`config.mk`:
```
export PLATFORM = sky130hd
export DESIGN_NAME = fsipa_ctrl
export DESIGN_NICKNAME = d
export VERILOG_FILES = /design/src/rtl/fsipa_pkg.sv /design/src/rtl/fsipa_ctrl.sv
export SDC_FILE = /design/constraint.sdc
export NUM_CORES = 1
export LEC_CHECK = 0
export BUFFER_PORTS_ARGS = -buffer_cell sky130_fd_sc_hd__clkbuf_2
export CAP_MARGIN = 20
export CELL_PAD_IN_SITES_DETAIL_PLACEMENT = 1
export CELL_PAD_IN_SITES_GLOBAL_PLACEMENT = 1
export CORE_ASPECT_RATIO = 0.9
export CORE_MARGIN = 3
export CORE_UTILIZATION = 30
export DETAILED_ROUTE_END_ITERATION = 7
export PLACE_DENSITY = 0.56
export SLEW_MARGIN = 10
export SYNTH_ARGS = -nofsm -noshare
export SYNTH_HDL_FRONTEND = slang
export SYNTH_SLANG_ARGS = --single-unit
```
`constraint.sdc`:
```
create_clock -name clock -period 11.3 [get_ports clock]
set_input_delay 0.565 -clock clock [delete_from_list [all_inputs] [get_ports clock]]
set_output_delay 0.565 -clock clock [all_outputs]
set_load 0.01 [all_outputs]
```
`src/rtl/fsipa_pkg.sv`:
```
`timescale 1ns / 1ps

package fsipa_pkg;

   localparam int NUM_POOLS_DEF = 8;
   localparam int NUM_BLOCKS_DEF = 16;
   localparam int MAX_ITEMS_DEF = 1024;

   localparam int IDX_W = 14;
   localparam int POOL_ID_W = 3;
   localparam int BYTES_W = 17;
   localparam int IPB_W = 11;
   localparam int OFF_W = 30;
   localparam int STATUS_W = 3;
   localparam int CSR_DATA_W = 17;
   localparam int CSR_INDEX_W = 1;
   localparam int PROD_W = IDX_W + BYTES_W;

   localparam int MIN_ITEM_BYTES = 16;
   localparam int MAX_ITEM_BYTES = 65536;
   localparam int RESET_ITEM_BYTES = 16;
   localparam int RESET_IPB = 1024;

   typedef enum logic [STATUS_W-1:0] {
      ST_REUSE  = 3'd0,
      ST_BUMP   = 3'd1,
      ST_NEWBLK = 3'd2,
      ST_OOM    = 3'd3,
      ST_FREED  = 3'd4
   } status_type;

   typedef enum logic [CSR_INDEX_W-1:0] {
      CSR_ITEM_BYTES      = 1'b0,
      CSR_ITEMS_PER_BLOCK = 1'b1
   } csr_reg_type;

   typedef enum logic [2:0] {
      S_IDLE,
      S_EXEC,
      S_IDX_MUL,
      S_IDX_ADD,
      S_OFF_MUL,
      S_RSP
   } seq_state_type;

   typedef struct packed {
      logic             valid;
      logic [IDX_W-1:0] index;
   } link_entry_type;

   typedef struct packed {
      logic             en;
      logic [IDX_W-1:0] addr;
      link_entry_type   data;
   } link_wr_type;

   typedef struct packed {
      logic [IDX_W-1:0]   a;
      logic [BYTES_W-1:0] b;
   } mul_req_type;

endpackage

```
`src/rtl/fsipa_ctrl.sv`:
```
`timescale 1ns / 1ps

module fsipa_ctrl #(
   parameter int NUM_POOLS = fsipa_pkg::NUM_POOLS_DEF,
   parameter int NUM_BLOCKS = fsipa_pkg::NUM_BLOCKS_DEF,
   parameter int MAX_ITEMS_PER_BLOCK = fsipa_pkg::MAX_ITEMS_DEF,
   parameter int BUMP_W = $clog2(fsipa_pkg::MAX_ITEMS_DEF + 1)
) (
   input  logic                            clock,
   input  logic                            reset,
   input  logic                            start,
   output logic                            busy,
   input  logic                            req_mode,
   input  logic [fsipa_pkg::POOL_ID_W-1:0] req_pool_id,
   input  logic [fsipa_pkg::IDX_W-1:0]     req_item_index,
   input  logic [fsipa_pkg::BYTES_W-1:0]   eff_bytes,
   input  logic [BUMP_W-1:0]               eff_ipb,
   output fsipa_pkg::link_wr_type          link_wr,
   output logic [fsipa_pkg::IDX_W-1:0]     link_rd_addr,
   input  fsipa_pkg::link_entry_type       link_rd_data,
   output fsipa_pkg::mul_req_type          mul_req,
   input  logic [fsipa_pkg::PROD_W-1:0]    mul_prod,
   output logic                            rsp_strobe,
   output logic [fsipa_pkg::STATUS_W-1:0]  rsp_status,
   output logic [fsipa_pkg::IDX_W-1:0]     rsp_out_index,
   output logic [fsipa_pkg::OFF_W-1:0]     rsp_byte_offset,
   output logic                            rsp_bad_index
);
   import fsipa_pkg::*;

   localparam int POOL_W = (NUM_POOLS > 1) ? $clog2(NUM_POOLS) : 1;
   localparam int SEL_W = (POOL_W > POOL_ID_W) ? POOL_W : POOL_ID_W;
   localparam int BLK_W = $clog2(NUM_BLOCKS + 1);
   localparam int TOTAL_ITEMS = NUM_BLOCKS * MAX_ITEMS_PER_BLOCK;
   localparam int NEXT_RESET = (NUM_POOLS < NUM_BLOCKS) ? NUM_POOLS : NUM_BLOCKS;

   seq_state_type      state_ff, state_in;
   logic               mode_ff, mode_in;
   logic [POOL_ID_W-1:0] pid_ff, pid_in;
   logic [IDX_W-1:0]   idx_ff, idx_in;
   status_type         status_ff, status_in;
   logic               bad_ff, bad_in;
   logic [BLK_W-1:0]   blk_ff, blk_in;
   logic [IDX_W-1:0]   add_ff, add_in;
   logic [IDX_W-1:0]   item_ff, item_in;

   link_entry_type     head_ff [NUM_POOLS];
   link_entry_type     head_in [NUM_POOLS];
   logic [BLK_W-1:0]   block_ff [NUM_POOLS];
   logic [BLK_W-1:0]   block_in [NUM_POOLS];
   logic [BUMP_W-1:0]  bump_ff [NUM_POOLS];
   logic [BUMP_W-1:0]  bump_in [NUM_POOLS];
   logic [BLK_W-1:0]   next_blk_ff, next_blk_in;

   logic [SEL_W-1:0]   pid_ext, req_ext;
   logic [POOL_W-1:0]  sel, req_sel;
   logic               pool_ok, req_ok, idx_ok;

   assign pid_ext = SEL_W'(pid_ff);
   assign req_ext = SEL_W'(req_pool_id);
   assign sel = pid_ext[POOL_W-1:0];
   assign req_sel = req_ext[POOL_W-1:0];
   assign pool_ok = 32'(pid_ff) < NUM_POOLS;
   assign req_ok = 32'(req_pool_id) < NUM_POOLS;
   assign idx_ok = 32'(idx_ff) < TOTAL_ITEMS;

   assign link_rd_addr = req_ok ? head_ff[req_sel].index : '0;

   always_ff @(posedge clock) begin
      if (reset) begin
         state_ff <= S_IDLE;
         next_blk_ff <= BLK_W'(NEXT_RESET);
         for (int p = 0; p < NUM_POOLS; p++) begin
            head_ff[p] <= '0;
            block_ff[p] <= BLK_W'((p < NUM_BLOCKS) ? p : NUM_BLOCKS);
            bump_ff[p] <= '0;
         end
      end else begin
         state_ff <= state_in;
         next_blk_ff <= next_blk_in;
         head_ff <= head_in;
         block_ff <= block_in;
         bump_ff <= bump_in;
      end
   end

   always_ff @(posedge clock) begin
      mode_ff <= mode_in;
      pid_ff <= pid_in;
      idx_ff <= idx_in;
      status_ff <= status_in;
      bad_ff <= bad_in;
      blk_ff <= blk_in;
      add_ff <= add_in;
      item_ff <= item_in;
   end

   always_comb begin
      state_in = state_ff;
      mode_in = mode_ff;
      pid_in = pid_ff;
      idx_in = idx_ff;
      status_in = status_ff;
      bad_in = bad_ff;
      blk_in = blk_ff;
      add_in = add_ff;
      item_in = item_ff;
      head_in = head_ff;
      block_in = block_ff;
      bump_in = bump_ff;
      next_blk_in = next_blk_ff;
      link_wr = '0;
      mul_req = '0;
      busy = 1'b1;
      rsp_strobe = 1'b0;

      case (state_ff)
         S_IDLE: begin
            busy = 1'b0;
            if (start) begin
               mode_in = req_mode;
               pid_in = req_pool_id;
               idx_in = req_item_index;
               state_in = S_EXEC;
            end
         end
         S_EXEC: begin
            bad_in = 1'b0;
            blk_in = '0;
            add_in = '0;
            state_in = S_IDX_MUL;
            if (!mode_ff) begin
               if (!pool_ok) begin
                  status_in = ST_OOM;
               end else if (head_ff[sel].valid) begin
                  status_in = ST_REUSE;
                  head_in[sel] = link_rd_data;
                  add_in = head_ff[sel].index;
               end else if ((32'(block_ff[sel]) < NUM_BLOCKS) &&
                            (bump_ff[sel] < eff_ipb)) begin
                  status_in = ST_BUMP;
                  blk_in = block_ff[sel];
                  add_in = IDX_W'(bump_ff[sel]);
                  bump_in[sel] = bump_ff[sel] + 1'b1;
               end else if (32'(next_blk_ff) < NUM_BLOCKS) begin
                  status_in = ST_NEWBLK;
                  blk_in = next_blk_ff;
                  block_in[sel] = next_blk_ff;
                  next_blk_in = next_blk_ff + 1'b1;
                  bump_in[sel] = BUMP_W'(1);
               end else begin
                  status_in = ST_OOM;
               end
            end else begin
               status_in = ST_FREED;
               if (!pool_ok || !idx_ok) begin
                  bad_in = 1'b1;
               end else begin
                  link_wr.en = 1'b1;
                  link_wr.addr = idx_ff;
                  link_wr.data = head_ff[sel];
                  head_in[sel].valid = 1'b1;
                  head_in[sel].index = idx_ff;
               end
            end
         end
         S_IDX_MUL: begin
            mul_req.a = IDX_W'(blk_ff);
            mul_req.b = BYTES_W'(MAX_ITEMS_PER_BLOCK);
            state_in = S_IDX_ADD;
         end
         S_IDX_ADD: begin
            item_in = mul_prod[IDX_W-1:0] + add_ff;
            state_in = S_OFF_MUL;
         end
         S_OFF_MUL: begin
            mul_req.a = item_ff;
            mul_req.b = eff_bytes;
            state_in = S_RSP;
         end
         S_RSP: begin
            busy = 1'b0;
            rsp_strobe = 1'b1;
            state_in = S_IDLE;
            if (start) begin
               mode_in = req_mode;
               pid_in = req_pool_id;
               idx_in = req_item_index;
               state_in = S_EXEC;
            end
         end
         default: begin
            state_in = S_IDLE;
         end
      endcase
   end

   assign rsp_status = status_ff;
   assign rsp_out_index = item_ff;
   assign rsp_byte_offset = mul_prod[OFF_W-1:0];
   assign rsp_bad_index = bad_ff;

endmodule

```
**After elaboration in Yosys (flattened, before gate mapping)**

Cells that the tools add are included.

- Register bits after elaboration: 310
- Input port bits: 95

- Equality and inequality tests: 6
- Add/subtract/negate cells: 3
- Bitwise gates (word level): 8
- Mux-type cells: 45
- Reduce and logical (&&, ||, !) cells: 12
- Order comparisons: 6

Operators by type and width:

| kind | number |
|---|---|
| 120-bit bitwise mux | 3 |
| 120-bit two-way mux | 2 |
| 88-bit two-way mux | 2 |
| 15-bit demux with 3-bit select | 3 |
| 15-bit binary-select mux with 3-bit select | 2 |
| 88-bit bitwise mux | 1 |
| 80-bit bitwise AND | 1 |
| 80-bit inverter | 1 |
| 31-bit case mux with 2 select lines | 1 |
| 15-bit two-way mux | 4 |
| 30-bit two-way mux | 2 |
| 14-bit two-way mux | 4 |
| 11-bit two-way mux | 4 |
| 40-bit bitwise mux | 1 |
| 11-bit binary-select mux with 3-bit select | 1 |
| 11-bit demux with 3-bit select | 1 |
| 5-bit two-way mux | 5 |
| 3-bit case mux with 6 select lines | 1 |
| 5-bit binary-select mux with 3-bit select | 1 |
| 5-bit demux with 3-bit select | 1 |
| 14-bit adder | 1 |
| 11-bit by 1-bit adder with 11-bit output, second input constant | 1 |
| 11-bit < comparator | 1 |
| 5-bit < comparator, second input constant | 2 |
| 21 further kinds | 34 |

**Depth between registers and ports, before layout**

- Depth after elaboration: 9
- Gate-level depth with buffers: 19

**Worst setup path before layout**

Ideal clock, no wire load.

- Path kind: register to register
- Start point: reg pid_ff[0] (netlist: pid_ext[0])
- End point: reg bump_ff[20] in the netlist's numbering
- Period minus slack after synthesis: 4,027 ps
- Data required time: 11,232 ps
- Arrival time: 3,959 ps
- Stages on the path, launching flop included: 19
- Slack: 7,273 ps
- Path through: edfxtp_1 buf_2 buf_2 buf_4 buf_2 nor3b_2 a22o_1 a221oi_1 and3_1 inv_1 ha_1 a221o_1 a2111oi_4 o21a_4 nand2_2 buf_6 or3_4 buf_6 o21ai_2

- Cells in the longest elaborated chain, start to end: 9
- Elaborated cells between the ends (all ways): 27

RTL lines:

| element | line | text |
|---|---|---|
| from (decl) | fsipa_ctrl.sv:39 | `logic [POOL_ID_W-1:0] pid_ff, pid_in;` |
| from (signal assigned) | fsipa_ctrl.sv:89 | `pid_ff <= pid_in;` |
| 3-bit inverter with 4-bit output (implied by the code) * | -- |  |
| parallel branches: the longest is 8 deep, another holds 11-bit < comparator | -- |  |
| to (signal assigned) | fsipa_ctrl.sv:83 | `bump_ff <= bump_in;` |
| to (decl) | fsipa_ctrl.sv:51 | `logic [BUMP_W-1:0] bump_ff [NUM_POOLS];` |

Mark *: on every way between the ends. The select of a mux whose other input is x is not followed.
A chain may end at the register's enable or synchronous reset.

**Worst setup path after layout**

- Start point: reg pid_ff[1] (netlist: pid_ext[1])
- End point: reg bump_ff[63] in the netlist's numbering

The elaborated chain is that of the path after synthesis.

==> impl_metrics.ini <==
[yosys]
synth_top_cells_by_area = dfxtp_1 (34%), edfxtp_1 (11%), nor2_1 (6.5%), a211oi_1 (6.3%), mux4_2 (5.2%)
synthTopCellsByCount = nor2_1 (263), dfxtp_1 (256), a211oi_1 (128)
yosys_warnings = 0
netlist.area_leader.share_pct = 33.7
postSynth.asyncResetShare_pct = 0
synth_cell_type_count = 77
synth_top_area_cell = dfxtp_1
yosysMostFrequentCell = nor2_1
synth_flop_cell = dfxtp_1
synth.avg_cell_area_um2 = 9.75
netlist_instances = 1562
synth_area_mm2 = 0.0152
synth_edf_count = 54
seq_area_frac_synth_pct = 44.3
synth-seq-cells = 310

[clocking]
clkSinkCount = 310
tritoncts = done
cts_resized = 0
clkLatencyLatePin_ns = 0.56
cts_setup_buffers = 0
cts_inserted_buffers = 38
clock-root-buffer = clkbuf_16
clk_path_buf_depth = 3
cts.clk_slew.worst_paths_ns = 0.06
cts.htree.levels = 2
cts_hold_buf = 0

[finish]
final_cell_area_mm2 = 0.0178
area_delta_synth_final_pct = 17.1
layout-drive-gt1-share_pct = 22.3
num_antenna_cells = 0
final_nets = 1778
fillers = 5592

[setup_path]
setup.worst_path.start = pid_ext[1]
startpoint_type = register
r2r_start = pid_ext[1]
cp.required_ns = 11.73
arrival_ns = 5.98
path_class = reg -> reg
setup.worst_path.end_class = register
path_max_fanout = 40

[die]
coreArea_mm2 = 0.0496
dieArea_mm2 = 0.0535
num_rows = 77
ioPinCount = 220
die_height_um = 220
start_util_pct = 30.7
die_width_um = 243

[route]
ant_nets = 0
routed-wl-met3_um = 2850
wire_per_inst_um = 23.1
avgViaCountPerCell = 5.41
met2_length_um = 24200
top_layer = met4
routed_wirelength_um = 54400
drc = 0
first_iter_violations = 762
wl_met1_um = 26200
vias = 12700
drt_first_pass_iters = 5

[place]
place_hpwl_um = 35900
numPortBuffers = 185
place_area_mm2 = 0.0165
routabilityCongestion = 0.782

[pwr]
power_density_mw_per_mm2 = 158
leakage_nw = 6.66
power_mw = 2.81
vdd_drop_max_v = 0.0000960

[sta]
fin_tns_setup_ns = 0
fmax_mhz = 180
worst_pin_slew_ns = 1.07
finClkSkew_ns = 0.0232
slew_headroom_pct = 26.3
rsz0062_at_grt = no
drv_slew = 0
period_minus_slack_ns = 5.55
holdWs_ns = 0.177
hold_viol_final = 0
setup_viol = 0
finalCritPeriodShare_pct = 49.1

[worst_hold_path]
worstHoldPathType = in -> reg
min_from = req_item_index[10]

[run_status]
status = complete, no violations

[flow_run]
max_cap_violations = 0

[global_routing]
grt_max_degree = 108
grt_use_total_pct = 20.0
grt_pass1_wl_um = 82200
antenna_found_initial = 0
grt_pass1_vias = 12800
grt.overflow.total = 0
## critical path, cell delays in order, from the launching register on
cell       delay (ns)
edfxtp_1         0.46
buf_4            0.55
nor2b_1          0.31
a221o_1          0.43
a21oi_1          0.58
inv_1            0.15
ha_1             0.32
and2_1           0.18
a221oi_1         0.39
and3_1           0.42
o21ai_2          0.19
buf_4            0.32
a21boi_0         0.76
nor2_1           0.17
o2bb2ai_1        0.17
## flip-flops by register name, summed over array words and instances (netlist names)
name	cells
idx_ff	14
rsp_out_index	14
block_ff	40
state_ff	3
rsp_status	3
next_blk_ff	5
bump_ff	88
blk_ff	5
head_ff	120
add_ff	14
mode_ff	1
pid_ext	3
## report_power, final
part	switching (mW)	leakage [nW]	total, mW	internal, mW
Combinational	0.227	3.44	0.330	0.104
Clock	0.507	0.651	1.30	0.798
Sequential	0.0187	2.57	1.18	1.16
Total	0.752	6.66	2.81	2.06
## stage by stage
stage	util [%]	cells	setup WS, ns
floorplan	-	1563	7.27
global placement	33.2	2288	5.69
global route	35.9	2357	5.35
CTS	35.9	2357	5.68
finish	35.9	2357	5.75
detailed placement	33.2	2288	5.65
## cell usage in the layout, fill, tap and decap left out, types with 6 or more instances in the layout
cell	count
o21a_1	8
inv_1	33
nand2_1	29
clkbuf_16	41
o21ai_1	6
dfxtp_1	256
and2_1	33
o211ai_1	7
clkbuf_2	184
clkbuf_8	6
a22oi_1	86
xnor2_1	14
a211oi_1	128
nor2b_1	9
ha_1	25
nand3b_1	6
nand3_1	36
o2bb2ai_1	18
nor2_1	256
nor3_1	13
and3_1	42
a21oi_1	43
mux4_2	35
clkbuf_1	8
o21ai_0	9
a31oi_1	11
edfxtp_1	54
mux2_2	24
o31ai_1	10
a22o_1	31
a221oi_1	25
mux2i_1	48
o22ai_1	11
buf_4	27
## per-layer routing
| metal | vias up | global-route usage, % |
|---|---|---|
| met1 | 6363 | 27.9 |
| met3 | 78 | 4.23 |
| met5 | - | 0 |
| met2 | 311 | 31.2 |
| li1 | 5990 | - |
| met4 | 0 | 5.69 |
## layout make-up
cell class | instances | area (µm²) | share of cell area, %
Multi-Input combinational cell | 1061 | 7640 | 42.8
Sequential cell | 310 | 6750 | 37.8
Clock buffer | 55 | 1140 | 6.39
Timing Repair Buffer | 212 | 1130 | 6.37
Tap cell | 671 | 840 | 4.71
Clock inverter | 14 | 201 | 1.13
Inverter | 34 | 128 | 0.716
## logic make-up after synthesis
family          share of synthesized area, %
fa+ha+maj                               2.19
other cells                           0.0246
compound gates                          21.0
xor+xnor                                1.04
buf+inv                                 6.04
flops                                   44.3
mux                                     10.3
simple gates                            15.0
## path summary, 6_finish.rpt
path                                endpoint  slack [ns]  cells after the start
worst max-delay path             bump_ff[63]        5.75                     14
worst min-delay path              idx_ff[10]        0.18                      1
worst max register to register   bump_ff[63]        5.75                     14
worst min register to register  block_ff[33]        0.46                      2
Note: power is estimated with default switching activity, not from simulation.
