## src/rtl/fsipa_pkg.sv

```systemverilog
`timescale 1ns / 1ps

package fsipa_pkg;

   localparam int NUM_POOLS_DEF = 8;
   localparam int NUM_BLOCKS_DEF = 16;
   localparam int MAX_ITEMS_DEF = 1024;

   localparam int IDX_W = 14;
   localparam int POOL_ID_W = 3;
   localparam int BYTES_W = 17;
   localparam int IPB_W = 11;
   localparam int OFF_W = 30;
   localparam int STATUS_W = 3;
   localparam int CSR_DATA_W = 17;
   localparam int CSR_INDEX_W = 1;
   localparam int PROD_W = IDX_W + BYTES_W;

   localparam int MIN_ITEM_BYTES = 16;
   localparam int MAX_ITEM_BYTES = 65536;
   localparam int RESET_ITEM_BYTES = 16;
   localparam int RESET_IPB = 1024;

   typedef enum logic [STATUS_W-1:0] {
      ST_REUSE  = 3'd0,
      ST_BUMP   = 3'd1,
      ST_NEWBLK = 3'd2,
      ST_OOM    = 3'd3,
      ST_FREED  = 3'd4
   } status_type;

   typedef enum logic [CSR_INDEX_W-1:0] {
      CSR_ITEM_BYTES      = 1'b0,
      CSR_ITEMS_PER_BLOCK = 1'b1
   } csr_reg_type;

   typedef enum logic [2:0] {
      S_IDLE,
      S_EXEC,
      S_IDX_MUL,
      S_IDX_ADD,
      S_OFF_MUL,
      S_RSP
   } seq_state_type;

   typedef struct packed {
      logic             valid;
      logic [IDX_W-1:0] index;
   } link_entry_type;

   typedef struct packed {
      logic             en;
      logic [IDX_W-1:0] addr;
      link_entry_type   data;
   } link_wr_type;

   typedef struct packed {
      logic [IDX_W-1:0]   a;
      logic [BYTES_W-1:0] b;
   } mul_req_type;

endpackage

```

## src/rtl/fsipa_mul.sv

```systemverilog
`timescale 1ns / 1ps

module fsipa_mul (
   input  logic                         clock,
   input  fsipa_pkg::mul_req_type       req,
   output logic [fsipa_pkg::PROD_W-1:0] product
);
   import fsipa_pkg::*;

   logic [PROD_W-1:0] prod_ff;

   always_ff @(posedge clock) begin
      prod_ff <= PROD_W'(req.a) * PROD_W'(req.b);
   end

   assign product = prod_ff;

endmodule

```

## config.mk

```make
export PLATFORM = sky130hd
export DESIGN_NAME = fsipa_mul
export DESIGN_NICKNAME = d
export VERILOG_FILES = /design/src/rtl/fsipa_pkg.sv /design/src/rtl/fsipa_mul.sv
export SDC_FILE = /design/constraint.sdc
export NUM_CORES = 1
export LEC_CHECK = 0
export ABC_CLOCK_PERIOD_IN_PS = 7200
export BUFFER_PORTS_ARGS = -buffer_cell sky130_fd_sc_hd__buf_2
export CORE_UTILIZATION = 60
export DETAILED_ROUTE_END_ITERATION = 16
export GPL_ROUTABILITY_DRIVEN = 0
export GPL_TIMING_DRIVEN = 0
export PLACE_DENSITY = 0.77
export REMOVE_ABC_BUFFERS = 1
export SETUP_SLACK_MARGIN = 0.2
export SLEW_MARGIN = 10
export SYNTH_ARGS = -nofsm -noshare
export SYNTH_HDL_FRONTEND = slang
export SYNTH_SLANG_ARGS = --single-unit
```

## constraint.sdc

```tcl
create_clock -name clock -period 7.2 [get_ports clock]
set_clock_uncertainty 0.05 [all_clocks]
set_input_delay 0.36 -clock clock [delete_from_list [all_inputs] [get_ports clock]]
set_output_delay 0.36 -clock clock [all_outputs]
set_load 0.02 [all_outputs]
```

Word level (Yosys, flattened, before mapping):

Cells that the tools add are included.

* register bits: 31
* bits in latches: 0
* memory bits (writable): 0
* memory bits (read-only): 0
* input port bits: 32
* output and inout port bits: 31
* logic and storage cells: 2
* memories kept: 0

* $add $sub $neg: 0
* multipliers: 1
* div/mod/pow operators: 0
* $lt $le $gt $ge: 0
* equal/unequal tests: 0
* shift-type cells: 0
* mux-type cells: 0
* bitwise gates (word level): 0
* reductions and logical operators: 0

Operator list (count)
* multiplier 14 x 17 -> 31 bit: 1

Depth between registers and ports, before layout:

Gate-level depths: netlist (run 1).

* depth in word-level cells: 1
* gate-level depth with buffers: 23
* gate-level depth less buffers: 21

Worst setup path after synthesis (run 1):

No wires, ideal clock.

* path type: input-to-reg
* start: in req[7] (netlist name)
* end: reg prod_ff[24], in the netlist product[24]
* library setup time: 128 ps
* data arrival time: 5397 ps
* required time: 7022 ps
* setup slack: 1625 ps
* stages on the path: 22
* path buffers: 1
* cell sequence: clkbuf_1 -> and2_1 -> fa_1 -> inv_1 -> fa_1 -> inv_1 -> fa_1 -> inv_1 -> fa_1 -> inv_1 -> fa_1 -> inv_1 -> fa_1 -> inv_1 -> ha_1 -> a211oi_1 -> nor2_1 -> a211oi_1 -> o21ai_1 -> nor2_1 -> o21ai_1 -> xor2_1

* longest elaborated chain between the ends: 1

Ends and longest elaborated chain
* from (decl): line fsipa_mul.sv:5 `input fsipa_pkg::mul_req_type req,`
* multiplier 14 x 17 -> 31 bit: line fsipa_mul.sv:13 `prod_ff <= PROD_W'(req.a) * PROD_W'(req.b);`
* to (signal assigned): line fsipa_mul.sv:13
* to (decl): line fsipa_mul.sv:10 `logic [PROD_W-1:0] prod_ff;`

No other way between the ends.

Final worst setup path (run 1):

* start: in req[19] (netlist name)
* end: reg prod_ff[29], in the netlist product[29]

Same word-level chain as after synthesis.

==> results of run 1 <==
area by class of cell:
type                            count  share of cell area, %
Clock inverter                      2                  0.386
Timing Repair Buffer               62                   3.42
Sequential cell                    31                   6.83
Inverter                          209                   8.64
Clock buffer                        6                   1.53
Tap cell                          180                   2.48
Multi-Input combinational cell    676                   76.7
worst max path at each step:
stage	depth (start not counted)	slack (ns)	endpoint
after global routing	22	0.98	product[29]$_DFF_P_
final	22	1.27	product[29]$_DFF_P_
after floorplan	21	1.82	product[24]$_DFF_P_
after CTS	22	1.30	product[29]$_DFF_P_
after detailed placement	20	1.10	product[29]$_DFF_P_
after global placement	22	1.13	product[28]$_DFF_P_
kinds of logic (layout without fill, tap and decap cells):
kind of cell	count (synthesis)	after routing	share of synthesized area, %
simple gates	296	296	17.0
fa+ha+maj	272	272	55.6
buf+inv	248	279	10.9
compound gates	78	78	6.10
flops	31	31	7.29
xor+xnor	30	30	3.08
Yosys cell counts (all sizes together) (7+ instances only):
library cell / count
a21o: 9
nand2: 144
fa: 177
dfxtp: 31
and2: 116
a21oi: 28
ha: 95
o21ai: 21
xor2: 12
inv: 209
xnor2: 18
clkbuf: 37
nand3: 7
nor2: 13
layer usage:
layer	up-vias	share of wire [%]
li1	2907	-
met1	3227	40
met2	187	54
met3	31	5.0
met4	0	1.6
met5	-	0
layout by cell type, fill, tap and decap left out, drive strengths merged, types with 2 or more instances in the layout:
master / instances
or3: 2
a31oi: 5
and2: 116
clkbuf: 6
dfxtp: 31
inv: 209
ha: 95
nand2: 144
nor4: 2
o211ai: 3
nor3: 3
xor2: 12
o21bai: 2
nand4: 6
nor2: 13
a21oi: 28
xnor2: 18
fa: 177
o21ai: 21
buf: 62
a21o: 9
nand3: 7
a211oi: 4
stage by stage:
stage	setup WS, ns	utilization (%)	hold slack [ns]	instances	cell area [sq um]
4_1_cts	1.30	65.4	0.440	1166	9080
5_1_grt	0.979	65.4	0.467	1166	9080
3_5_place_dp	1.10	64.2	0.726	1158	8910
2_1_floorplan	1.82	-	0.432	916	8370
6_report	1.27	65.4	0.450	1166	9080
3_3_place_gp	1.13	64.2	0.719	1158	8910
==> impl_metrics.csv, run 1 <==
group,metric,value,unit
min_path,holdPathEnd,"product[0]$_DFF_P_",
synthesis,number_of_register_bits_inferred_by_synthesis,31,
setup_path,worstPathMaxFanout,17,
clocking,cts.repair.resized,0,
synthesis,post_synthesis_mean_instance_area,8.92,sq um
placement,post-dp-hpwl,14400,um
min_path,hold_depth,2,
clocking,ctsRootBufferMaster,"sky130_fd_sc_hd__clkbuf_16",
timing,timing_max_transition_violations_final,0,
layout,final_layout_size_suffix_gt1_share,8.01,%
synthesis,netlist.top_cell.by_area,"sky130_fd_sc_hd__fa_1",
timing,period_share,82.3,%
synthesis,synth.yosys.warnings,0,
min_path,hold_path.class,"in -> reg",
setup_path,worstPathRequired,7.32,ns
timing,report.final.setup_viol,0,
floorplanning,num_io_pins,63,
timing,finalHoldViolations,0,
global_route,use_met2,51.2,%
clocking,cts_inserted_buffers,5,
outcome,status,"complete, no violations",
synthesis,synthTopCellsByArea,"sky130_fd_sc_hd__fa_1, sky130_fd_sc_hd__ha_1, sky130_fd_sc_hd__inv_1",
routing,post_drt_wl_per_cell,15.9,um
global_route,top_usage_layer,"met2",
job,maxCapViolations,0,
floorplanning,design.die.area,14700,sq um
layout,multiInputGateArea,6970,sq um
layout,ff_latch_area,621,sq um
routing,routed-via-count,6352,
synthesis,synth-main-ff-cell,"sky130_fd_sc_hd__dfxtp_1",
clocking,cts.repair_timing.setup_buffer_count,0,
routing,drt-vias-per-instance,5.45,
timing,period_minus_slack,5.93,ns
floorplanning,die_extent_in_x,121,um
timing,grt_setup_unrepaired,"false",
routing,finalWirelength,18500,um
setup_path,path_class,"in -> reg",
min_path,hp-start,"req[0]",
routing,drt_pass1_iterations,10,
global_route,grt_util_all_layers,27.8,%
synthesis,asyncSetResetFlopFracSynth,0,%
floorplanning,start_util,61.4,%
synthesis,edff_count_synth,0,
layout,fillCellCount,1178,
clocking,worst_setup_hold_path_clk_slew,0.05,ns
global_route,grt_antenna_before_repair,0,
routing,initialDrtViolationCount,281,
clocking,cts-hold-fix-buffers,0,
synthesis,synth.yosys.seq_area_share,7.29,%
timing,max_clock_freq,169,MHz
synthesis,distinct_cell_type_count_of_the_synthesized_netlist,39,
setup_path,cp_top_family,"adder cells",
global_route,grt_pass1_wl,31300,um
timing,transition_time_of_the_tightest_slew_check_pin,0.608,ns
global_route,overflow,0,
synthesis,netlist_area,8520,sq um
clocking,cts_tree,"done",
placement,buffer_ports.inserted,62,
clocking,tritoncts_num_sinks,31,
global_route,met3_usage,3.48,%
synthesis,synth_largest_type_area_fraction,41.6,%
floorplanning,core,13900,sq um
layout,nNetsFinal,1289,
floorplanning,die_h,121,um
setup_path,worstSetupStartpoint,"req[19]",
synthesis,synthesis.instances,955,
timing,finalSetupTns,0,ns
layout,area.growth.synth_to_final,6.60,%
setup_path,critical_path.endpoint_type,"flop",
timing,max_slew_margin,59.1,%
layout,number_of_flip_flops_under_the_largest_register_name,31,
layout,antenna_cells,0,
floorplanning,std_cell_rows,43,
setup_path,timing.critical_path.slowest_cell_delay,0.53,ns
setup_path,critical_path.n_buffers_inverters,7,
setup_path,cp.arrival,6.05,ns
global_route,number_of_global_route_vias_before_repair,6699,
setup_path,critical_path.slowest_cell,"sky130_fd_sc_hd__fa_1",
global_route,largest_net_degree_at_the_start_of_global_routing,18,
setup_path,worst_setup_path_start_kind,"input port",
routing,drc_errors,0,
setup_path,cp_cell_sequence,"buf_2, and2_1, fa_1, inv_1, fa_1, inv_1, fa_1, inv_1, fa_1, inv_1, fa_1, inv_1, fa_1, inv_1, ha_1, nand2_1, nor4_1, a21oi_1, nor3_1, nor4_1, o21ai_0, xnor2_1",
clocking,h-tree-depth,2,
global_route,grt_util_met1,34.5,%
routing,antenna_left,0,
clocking,cts_buffer_depth,2,
Power of run 1 is not shown: default switching activity piles up to over one toggle a cycle in this logic, so the estimate is an artifact.
==> run 2, diff against run 1 <==
- ABC_CLOCK_PERIOD_IN_PS: 7200 -> 5400
- CORE_UTILIZATION: 60 -> 58
- PLACE_DENSITY: 0.77 -> 0.78
- clock period: 7.2 -> 5.4 ns (I/O delays scaled with it)
==> run 2 against run 1 <==
Compared with the run above: cell area rose by 5.4%; routed wire length is 9.0% higher; worst setup slack worse by 1.1 ns; die area up 3.4%; first-iteration DRC count is 38% higher; via count up 3.5%; global-route usage grew 0.34 points; non-clock buffer count rose by 13; cell count grew 1.0%; sequential share of layout area decreased by 0.35 points; worst hold slack got worse by 0.097 ns; critical endpoint is now product[24]$_DFF_P_.
==> impl_metrics.csv, run 2 (same netlist as run 1, synthesis figures left out) <==
group,metric,value,unit
routing,routed-via-count,6577,
timing,period_minus_slack,5.27,ns
layout,nNetsFinal,1302,
job,maxCapViolations,0,
floorplanning,core,14100,sq um
min_path,holdPathEnd,"product[0]$_DFF_P_",
routing,routed-wl-met2,10800,um
timing,report.final.setup_viol,0,
clocking,tritoncts_num_sinks,31,
layout,antenna_cells,0,
clocking,cts_tree,"done",
routing,route.met3.wl,1230,um
routing,drc_errors,0,
clocking,cts-hold-fix-buffers,0,
timing,max_slew_margin,65.2,%
layout,fin_area,9570,sq um
global_route,largest_net_degree_at_the_start_of_global_routing,18,
routing,post_drt_wl_per_cell,17.1,um
placement,post-dp-hpwl,14800,um
clocking,worst_setup_hold_path_clk_slew,0.05,ns
layout,finish.cell_count_without_fillers,1178,
setup_path,critical_path.endpoint_type,"flop",
routing,finalWirelength,20200,um
setup_path,worstPathMaxFanout,14,
layout,most_frequent_cells_in_the_layout,"sky130_fd_sc_hd__inv_1, sky130_fd_sc_hd__fa_1, sky130_fd_sc_hd__nand2_1",
layout,layout_commonest_cell,"sky130_fd_sc_hd__inv_1",
timing,period_share,97.5,%
routing,top_layer_used,"met4",
layout,number_of_flip_flops_under_the_largest_register_name,31,
placement,detailed_place.area,8910,sq um
global_route,grt_util_all_layers,28.1,%
clocking,cts_inserted_buffers,5,
clocking,h-tree-depth,2,
floorplanning,start_util,60.4,%
global_route,overflow,0,
routing,route.layer.met1.wl,7580,um
setup_path,worstPathRequired,5.50,ns
timing,transition_time_of_the_tightest_slew_check_pin,0.517,ns
routing,antenna_left,0,
timing,max_clock_freq,190,MHz
routing,drt_pass1_iterations,5,
floorplanning,die_extent_in_x,123,um
placement,placed_cells,1158,
routing,drt-vias-per-instance,5.58,
layout,area.growth.synth_to_final,12.4,%
outcome,status,"complete, no violations",
floorplanning,std_cell_rows,43,
timing,grt_setup_unrepaired,"true",
routing,initialDrtViolationCount,387,
setup_path,path_class,"in -> reg",
timing,finalHoldViolations,0,
global_route,number_of_global_route_vias_before_repair,6883,
layout,final_layout_size_suffix_gt1_share,14.2,%
min_path,hold_path.class,"in -> reg",
clocking,cts_buffer_depth,2,
global_route,grt_pass1_wl,32500,um
min_path,hp-start,"req[0]",
timing,timing_max_transition_violations_final,0,
floorplanning,num_io_pins,63,
setup_path,cp.arrival,5.36,ns
setup_path,worst_setup_path_start_kind,"input port",
placement,buffer_ports.inserted,62,
clocking,ctsRootBufferMaster,"sky130_fd_sc_hd__clkbuf_16",
floorplanning,die_h,123,um
min_path,hold_depth,2,
global_route,grt_antenna_before_repair,0,
floorplanning,design.die.area,15200,sq um
==> run 2: changes by cell type in the layout (fill, tap and decap cells not counted), sizes merged <==
cell and change:
buf +8, bufinv -1, clkbuf +5
==> run 2: per-stage QoR <==
stage	hold WS [ns]	setup TNS [ns]	utilization [%]	setup slack, ns
detailed placement	0.635	-5.32	63.2	-0.566
global placement	0.630	-4.92	63.2	-0.573
global route	0.361	0	67.9	0.0130
CTS	0.347	0	66.2	0.200
floorplan	0.342	0	-	0.106
finish	0.353	0	67.9	0.134
==> run 2: critical path, stage by stage <==
cell and delay, ns:
sky130_fd_sc_hd__buf_8 0.14, sky130_fd_sc_hd__and2_4 0.15, sky130_fd_sc_hd__fa_1 0.52, sky130_fd_sc_hd__inv_1 0.05
sky130_fd_sc_hd__fa_1 0.48, sky130_fd_sc_hd__inv_2 0.04, sky130_fd_sc_hd__fa_1 0.49, sky130_fd_sc_hd__inv_2 0.04
sky130_fd_sc_hd__fa_1 0.49, sky130_fd_sc_hd__inv_2 0.04, sky130_fd_sc_hd__fa_1 0.52, sky130_fd_sc_hd__inv_2 0.04
sky130_fd_sc_hd__fa_1 0.52, sky130_fd_sc_hd__inv_2 0.05, sky130_fd_sc_hd__ha_4 0.23, sky130_fd_sc_hd__a211oi_2 0.26
sky130_fd_sc_hd__nor2_2 0.10, sky130_fd_sc_hd__buf_4 0.16, sky130_fd_sc_hd__a211oi_4 0.22, sky130_fd_sc_hd__o21ai_2 0.15
sky130_fd_sc_hd__nor2_2 0.15, sky130_fd_sc_hd__o21ai_1 0.10, sky130_fd_sc_hd__xor2_1 0.15
==> run 2: worst max path at each step <==
| stage | from | depth (start not counted) | slack, ns | end |
|---|---|---|---|---|
| detailed placement | req[19] | 22 | -0.57 | product[29]$_DFF_P_ |
| global placement | req[19] | 22 | -0.57 | product[28]$_DFF_P_ |
| CTS | req[22] | 20 | 0.20 | product[29]$_DFF_P_ |
| global route | req[3] | 20 | 0.01 | product[27]$_DFF_P_ |
| floorplan | req[19] | 21 | 0.11 | product[24]$_DFF_P_ |
| finish | req[7] | 23 | 0.13 | product[24]$_DFF_P_ |
==> run 2: area by class of cell <==
cell class,count,area (sq um)
sequential,31,621
clock buffer,6,139
clock inverter,1,5.00
fill,1137,4520
multi-input combinational,676,7250
tap,180,225
inverter,209,785
timing repair buffer,75,551
==> run 2: metal layers <==
layer / up-vias / global-route usage [%]
li1: 2936 / -
met1: 3370 / 34.3
met2: 222 / 51.9
met3: 49 / 3.69
met4: 0 / 7.68
met5: - / 0
==> run 2: what timing repair did <==
| item | 4_1_cts | 5_1_grt |
|---|---|---|
| resized for setup | 59 | 50 |
| setup endpoints to repair | 14 | 14 |
| gates cloned | 0 | 1 |
| setup buffers | 7 | 5 |
| pin swaps | 23 | 26 |
Power of run 2 is left out for the same reason.
==> run 3, diff against run 2 <==
- REMOVE_ABC_BUFFERS: 1 -> default
==> run 3 against run 2 <==
Compared with the run above: sequential cell count did not move; cell area rose by 9.3%; critical path depth shrank 1; global-route usage rose by 2.1 points; non-clock buffer count rose by 83; core utilization increased by 6.3 points; via count is 6.4% higher; first-iteration DRC count is 36% higher; count of clock-buffer cells in the layout stayed put; cell count grew 7.0%; critical endpoint is now product[27]$_DFF_P_.
==> impl_metrics.csv, run 3 (same netlist as run 1, synthesis figures left out) <==
group,metric,value,unit
routing,routed-via-count,6998,
routing,finalWirelength,22500,um
timing,transition_time_of_the_tightest_slew_check_pin,0.424,ns
clocking,ctsRootBufferMaster,"sky130_fd_sc_hd__clkbuf_16",
routing,drc_errors,0,
global_route,largest_net_degree_at_the_start_of_global_routing,11,
timing,finalHoldViolations,0,
global_route,grt_util_all_layers,30.3,%
timing,timing_max_transition_violations_final,0,
clocking,cts_tree,"done",
layout,area.growth.synth_to_final,22.9,%
min_path,hold_depth,2,
global_route,overflow,0,
timing,period_share,98.5,%
placement,placed_cells,1196,
placement,buffer_ports.inserted,61,
timing,layout_setup_ws,0.0793,ns
job,maxCapViolations,0,
global_route,number_of_global_route_vias_before_repair,7051,
clocking,cts_buffer_depth,2,
routing,drt-vias-per-instance,5.55,
routing,initialDrtViolationCount,525,
setup_path,critical_path.endpoint_type,"flop",
layout,antenna_cells,0,
clocking,worst_setup_hold_path_clk_slew,0.05,ns
clocking,cts_inserted_buffers,5,
routing,post_drt_wl_per_cell,17.8,um
placement,detailedPlace.worstSlack,-0.751,ns
layout,nNetsFinal,1385,
floorplanning,die_extent_in_x,123,um
outcome,status,"complete, no violations",
timing,grt_setup_unrepaired,"true",
setup_path,cp.arrival,5.49,ns
setup_path,worst_setup_path_start_kind,"input port",
layout,number_of_flip_flops_under_the_largest_register_name,31,
timing,max_clock_freq,188,MHz
setup_path,worstPathMaxFanout,5,
clocking,h-tree-depth,2,
floorplanning,die_h,123,um
floorplanning,start_util,60.4,%
setup_path,worstPathRequired,5.57,ns
timing,period_minus_slack,5.32,ns
layout,final_layout_size_suffix_gt1_share,22.8,%
clocking,tritoncts_num_sinks,31,
global_route,grt_antenna_before_repair,0,
floorplanning,design.die.area,15200,sq um
min_path,holdPathEnd,"product[0]$_DFF_P_",
setup_path,path_class,"in -> reg",
floorplanning,num_io_pins,63,
global_route,grt_pass1_wl,34300,um
min_path,hp-start,"req[0]",
placement,post-dp-hpwl,16800,um
synthesis,mappedNetlistNets,1259,
timing,max_slew_margin,71.7,%
routing,drt_pass1_iterations,5,
floorplanning,std_cell_rows,43,
layout,most_frequent_cells_in_the_layout,"sky130_fd_sc_hd__inv_1, sky130_fd_sc_hd__fa_1, sky130_fd_sc_hd__nand2_1",
layout,finish.cell_count_without_fillers,1261,
routing,antenna_left,0,
layout,layout_commonest_cell,"sky130_fd_sc_hd__inv_1",
floorplanning,core,14100,sq um
min_path,hold_path.class,"in -> reg",
timing,report.final.setup_viol,0,
[run 3: changes by cell type in the layout (fill, tap and decap cells not counted), moves of 6 or more]
cell | previous run | this run
sky130_fd_sc_hd__buf_2 | 38 | 46
sky130_fd_sc_hd__buf_4 | 21 | 61
sky130_fd_sc_hd__buf_8 | 2 | 11
sky130_fd_sc_hd__clkbuf_16 | 6 | 12
sky130_fd_sc_hd__clkbuf_8 | 1 | 7
sky130_fd_sc_hd__inv_1 | 203 | 193
sky130_fd_sc_hd__inv_2 | 6 | 16
[run 3: how the worst max path moves through the flow]
| stage | start | to | slack [ns] | cells past startpoint |
|---|---|---|---|---|
| 2_1_floorplan | req[7] | product[24]$_DFF_P_ | 0.19 | 22 |
| 3_3_place_gp | req[20] | product[29]$_DFF_P_ | -0.75 | 21 |
| 3_5_place_dp | req[20] | product[30]$_DFF_P_ | -0.75 | 21 |
| 4_1_cts | req[20] | product[30]$_DFF_P_ | -0.01 | 23 |
| 5_1_grt | req[11] | product[26]$_DFF_P_ | -0.07 | 23 |
| 6_report | req[20] | product[27]$_DFF_P_ | 0.08 | 22 |
[run 3: area by class of cell]
| class | count | area (sq um) |
|---|---|---|
| clock buffer | 6 | 139 |
| timing repair buffer | 119 | 858 |
| tap | 180 | 225 |
| sequential | 31 | 621 |
| buffer | 39 | 498 |
| clock inverter | 1 | 5.00 |
| inverter | 209 | 785 |
| multi-input combinational | 676 | 7340 |
| fill | 1005 | 3630 |
[run 3: critical path, cell delays in order]
cell	delay [ns]
sky130_fd_sc_hd__buf_12	0.11
sky130_fd_sc_hd__buf_8	0.12
sky130_fd_sc_hd__buf_6	0.11
sky130_fd_sc_hd__and2_4	0.13
sky130_fd_sc_hd__fa_1	0.47
sky130_fd_sc_hd__inv_1	0.05
sky130_fd_sc_hd__fa_1	0.47
sky130_fd_sc_hd__inv_1	0.05
sky130_fd_sc_hd__fa_1	0.49
sky130_fd_sc_hd__fa_1	0.52
sky130_fd_sc_hd__fa_1	0.56
sky130_fd_sc_hd__inv_2	0.05
sky130_fd_sc_hd__fa_1	0.52
sky130_fd_sc_hd__inv_2	0.06
sky130_fd_sc_hd__ha_4	0.31
sky130_fd_sc_hd__buf_6	0.12
sky130_fd_sc_hd__and3_4	0.22
sky130_fd_sc_hd__nand4_1	0.16
sky130_fd_sc_hd__a21oi_2	0.24
sky130_fd_sc_hd__nor3_2	0.08
sky130_fd_sc_hd__o31ai_2	0.22
sky130_fd_sc_hd__xor2_1	0.15
[run 3: repair_timing]
item	CTS	global route
setup endpoints to repair	19	16
pin swaps	49	80
gates resized for setup	132	98
hold buffers	0	0
buffers inserted	32	26
[run 3: per-layer routing]
metal	wire length [um]	up-vias	GRT usage [%]
li1	-	3104	-
met1	8150	3480	37.8
met2	11300	320	51.4
met3	1860	94	5.35
met4	1150	0	13.5
met5	0	-	0
[run 3: stage by stage]
stage | util [%] | hold slack (ns) | instance area [sq um] | TNS (ns)
2_1_floorplan | - | 0.342 | 8600 | 0
3_3_place_gp | 64.8 | 0.515 | 9130 | -8.50
3_5_place_dp | 64.8 | 0.518 | 9130 | -8.17
4_1_cts | 71.2 | 0.232 | 10000 | -0.0140
5_1_grt | 74.3 | 0.245 | 10500 | -0.224
6_report | 74.3 | 0.239 | 10500 | 0
Power of run 3 is left out for the same reason.
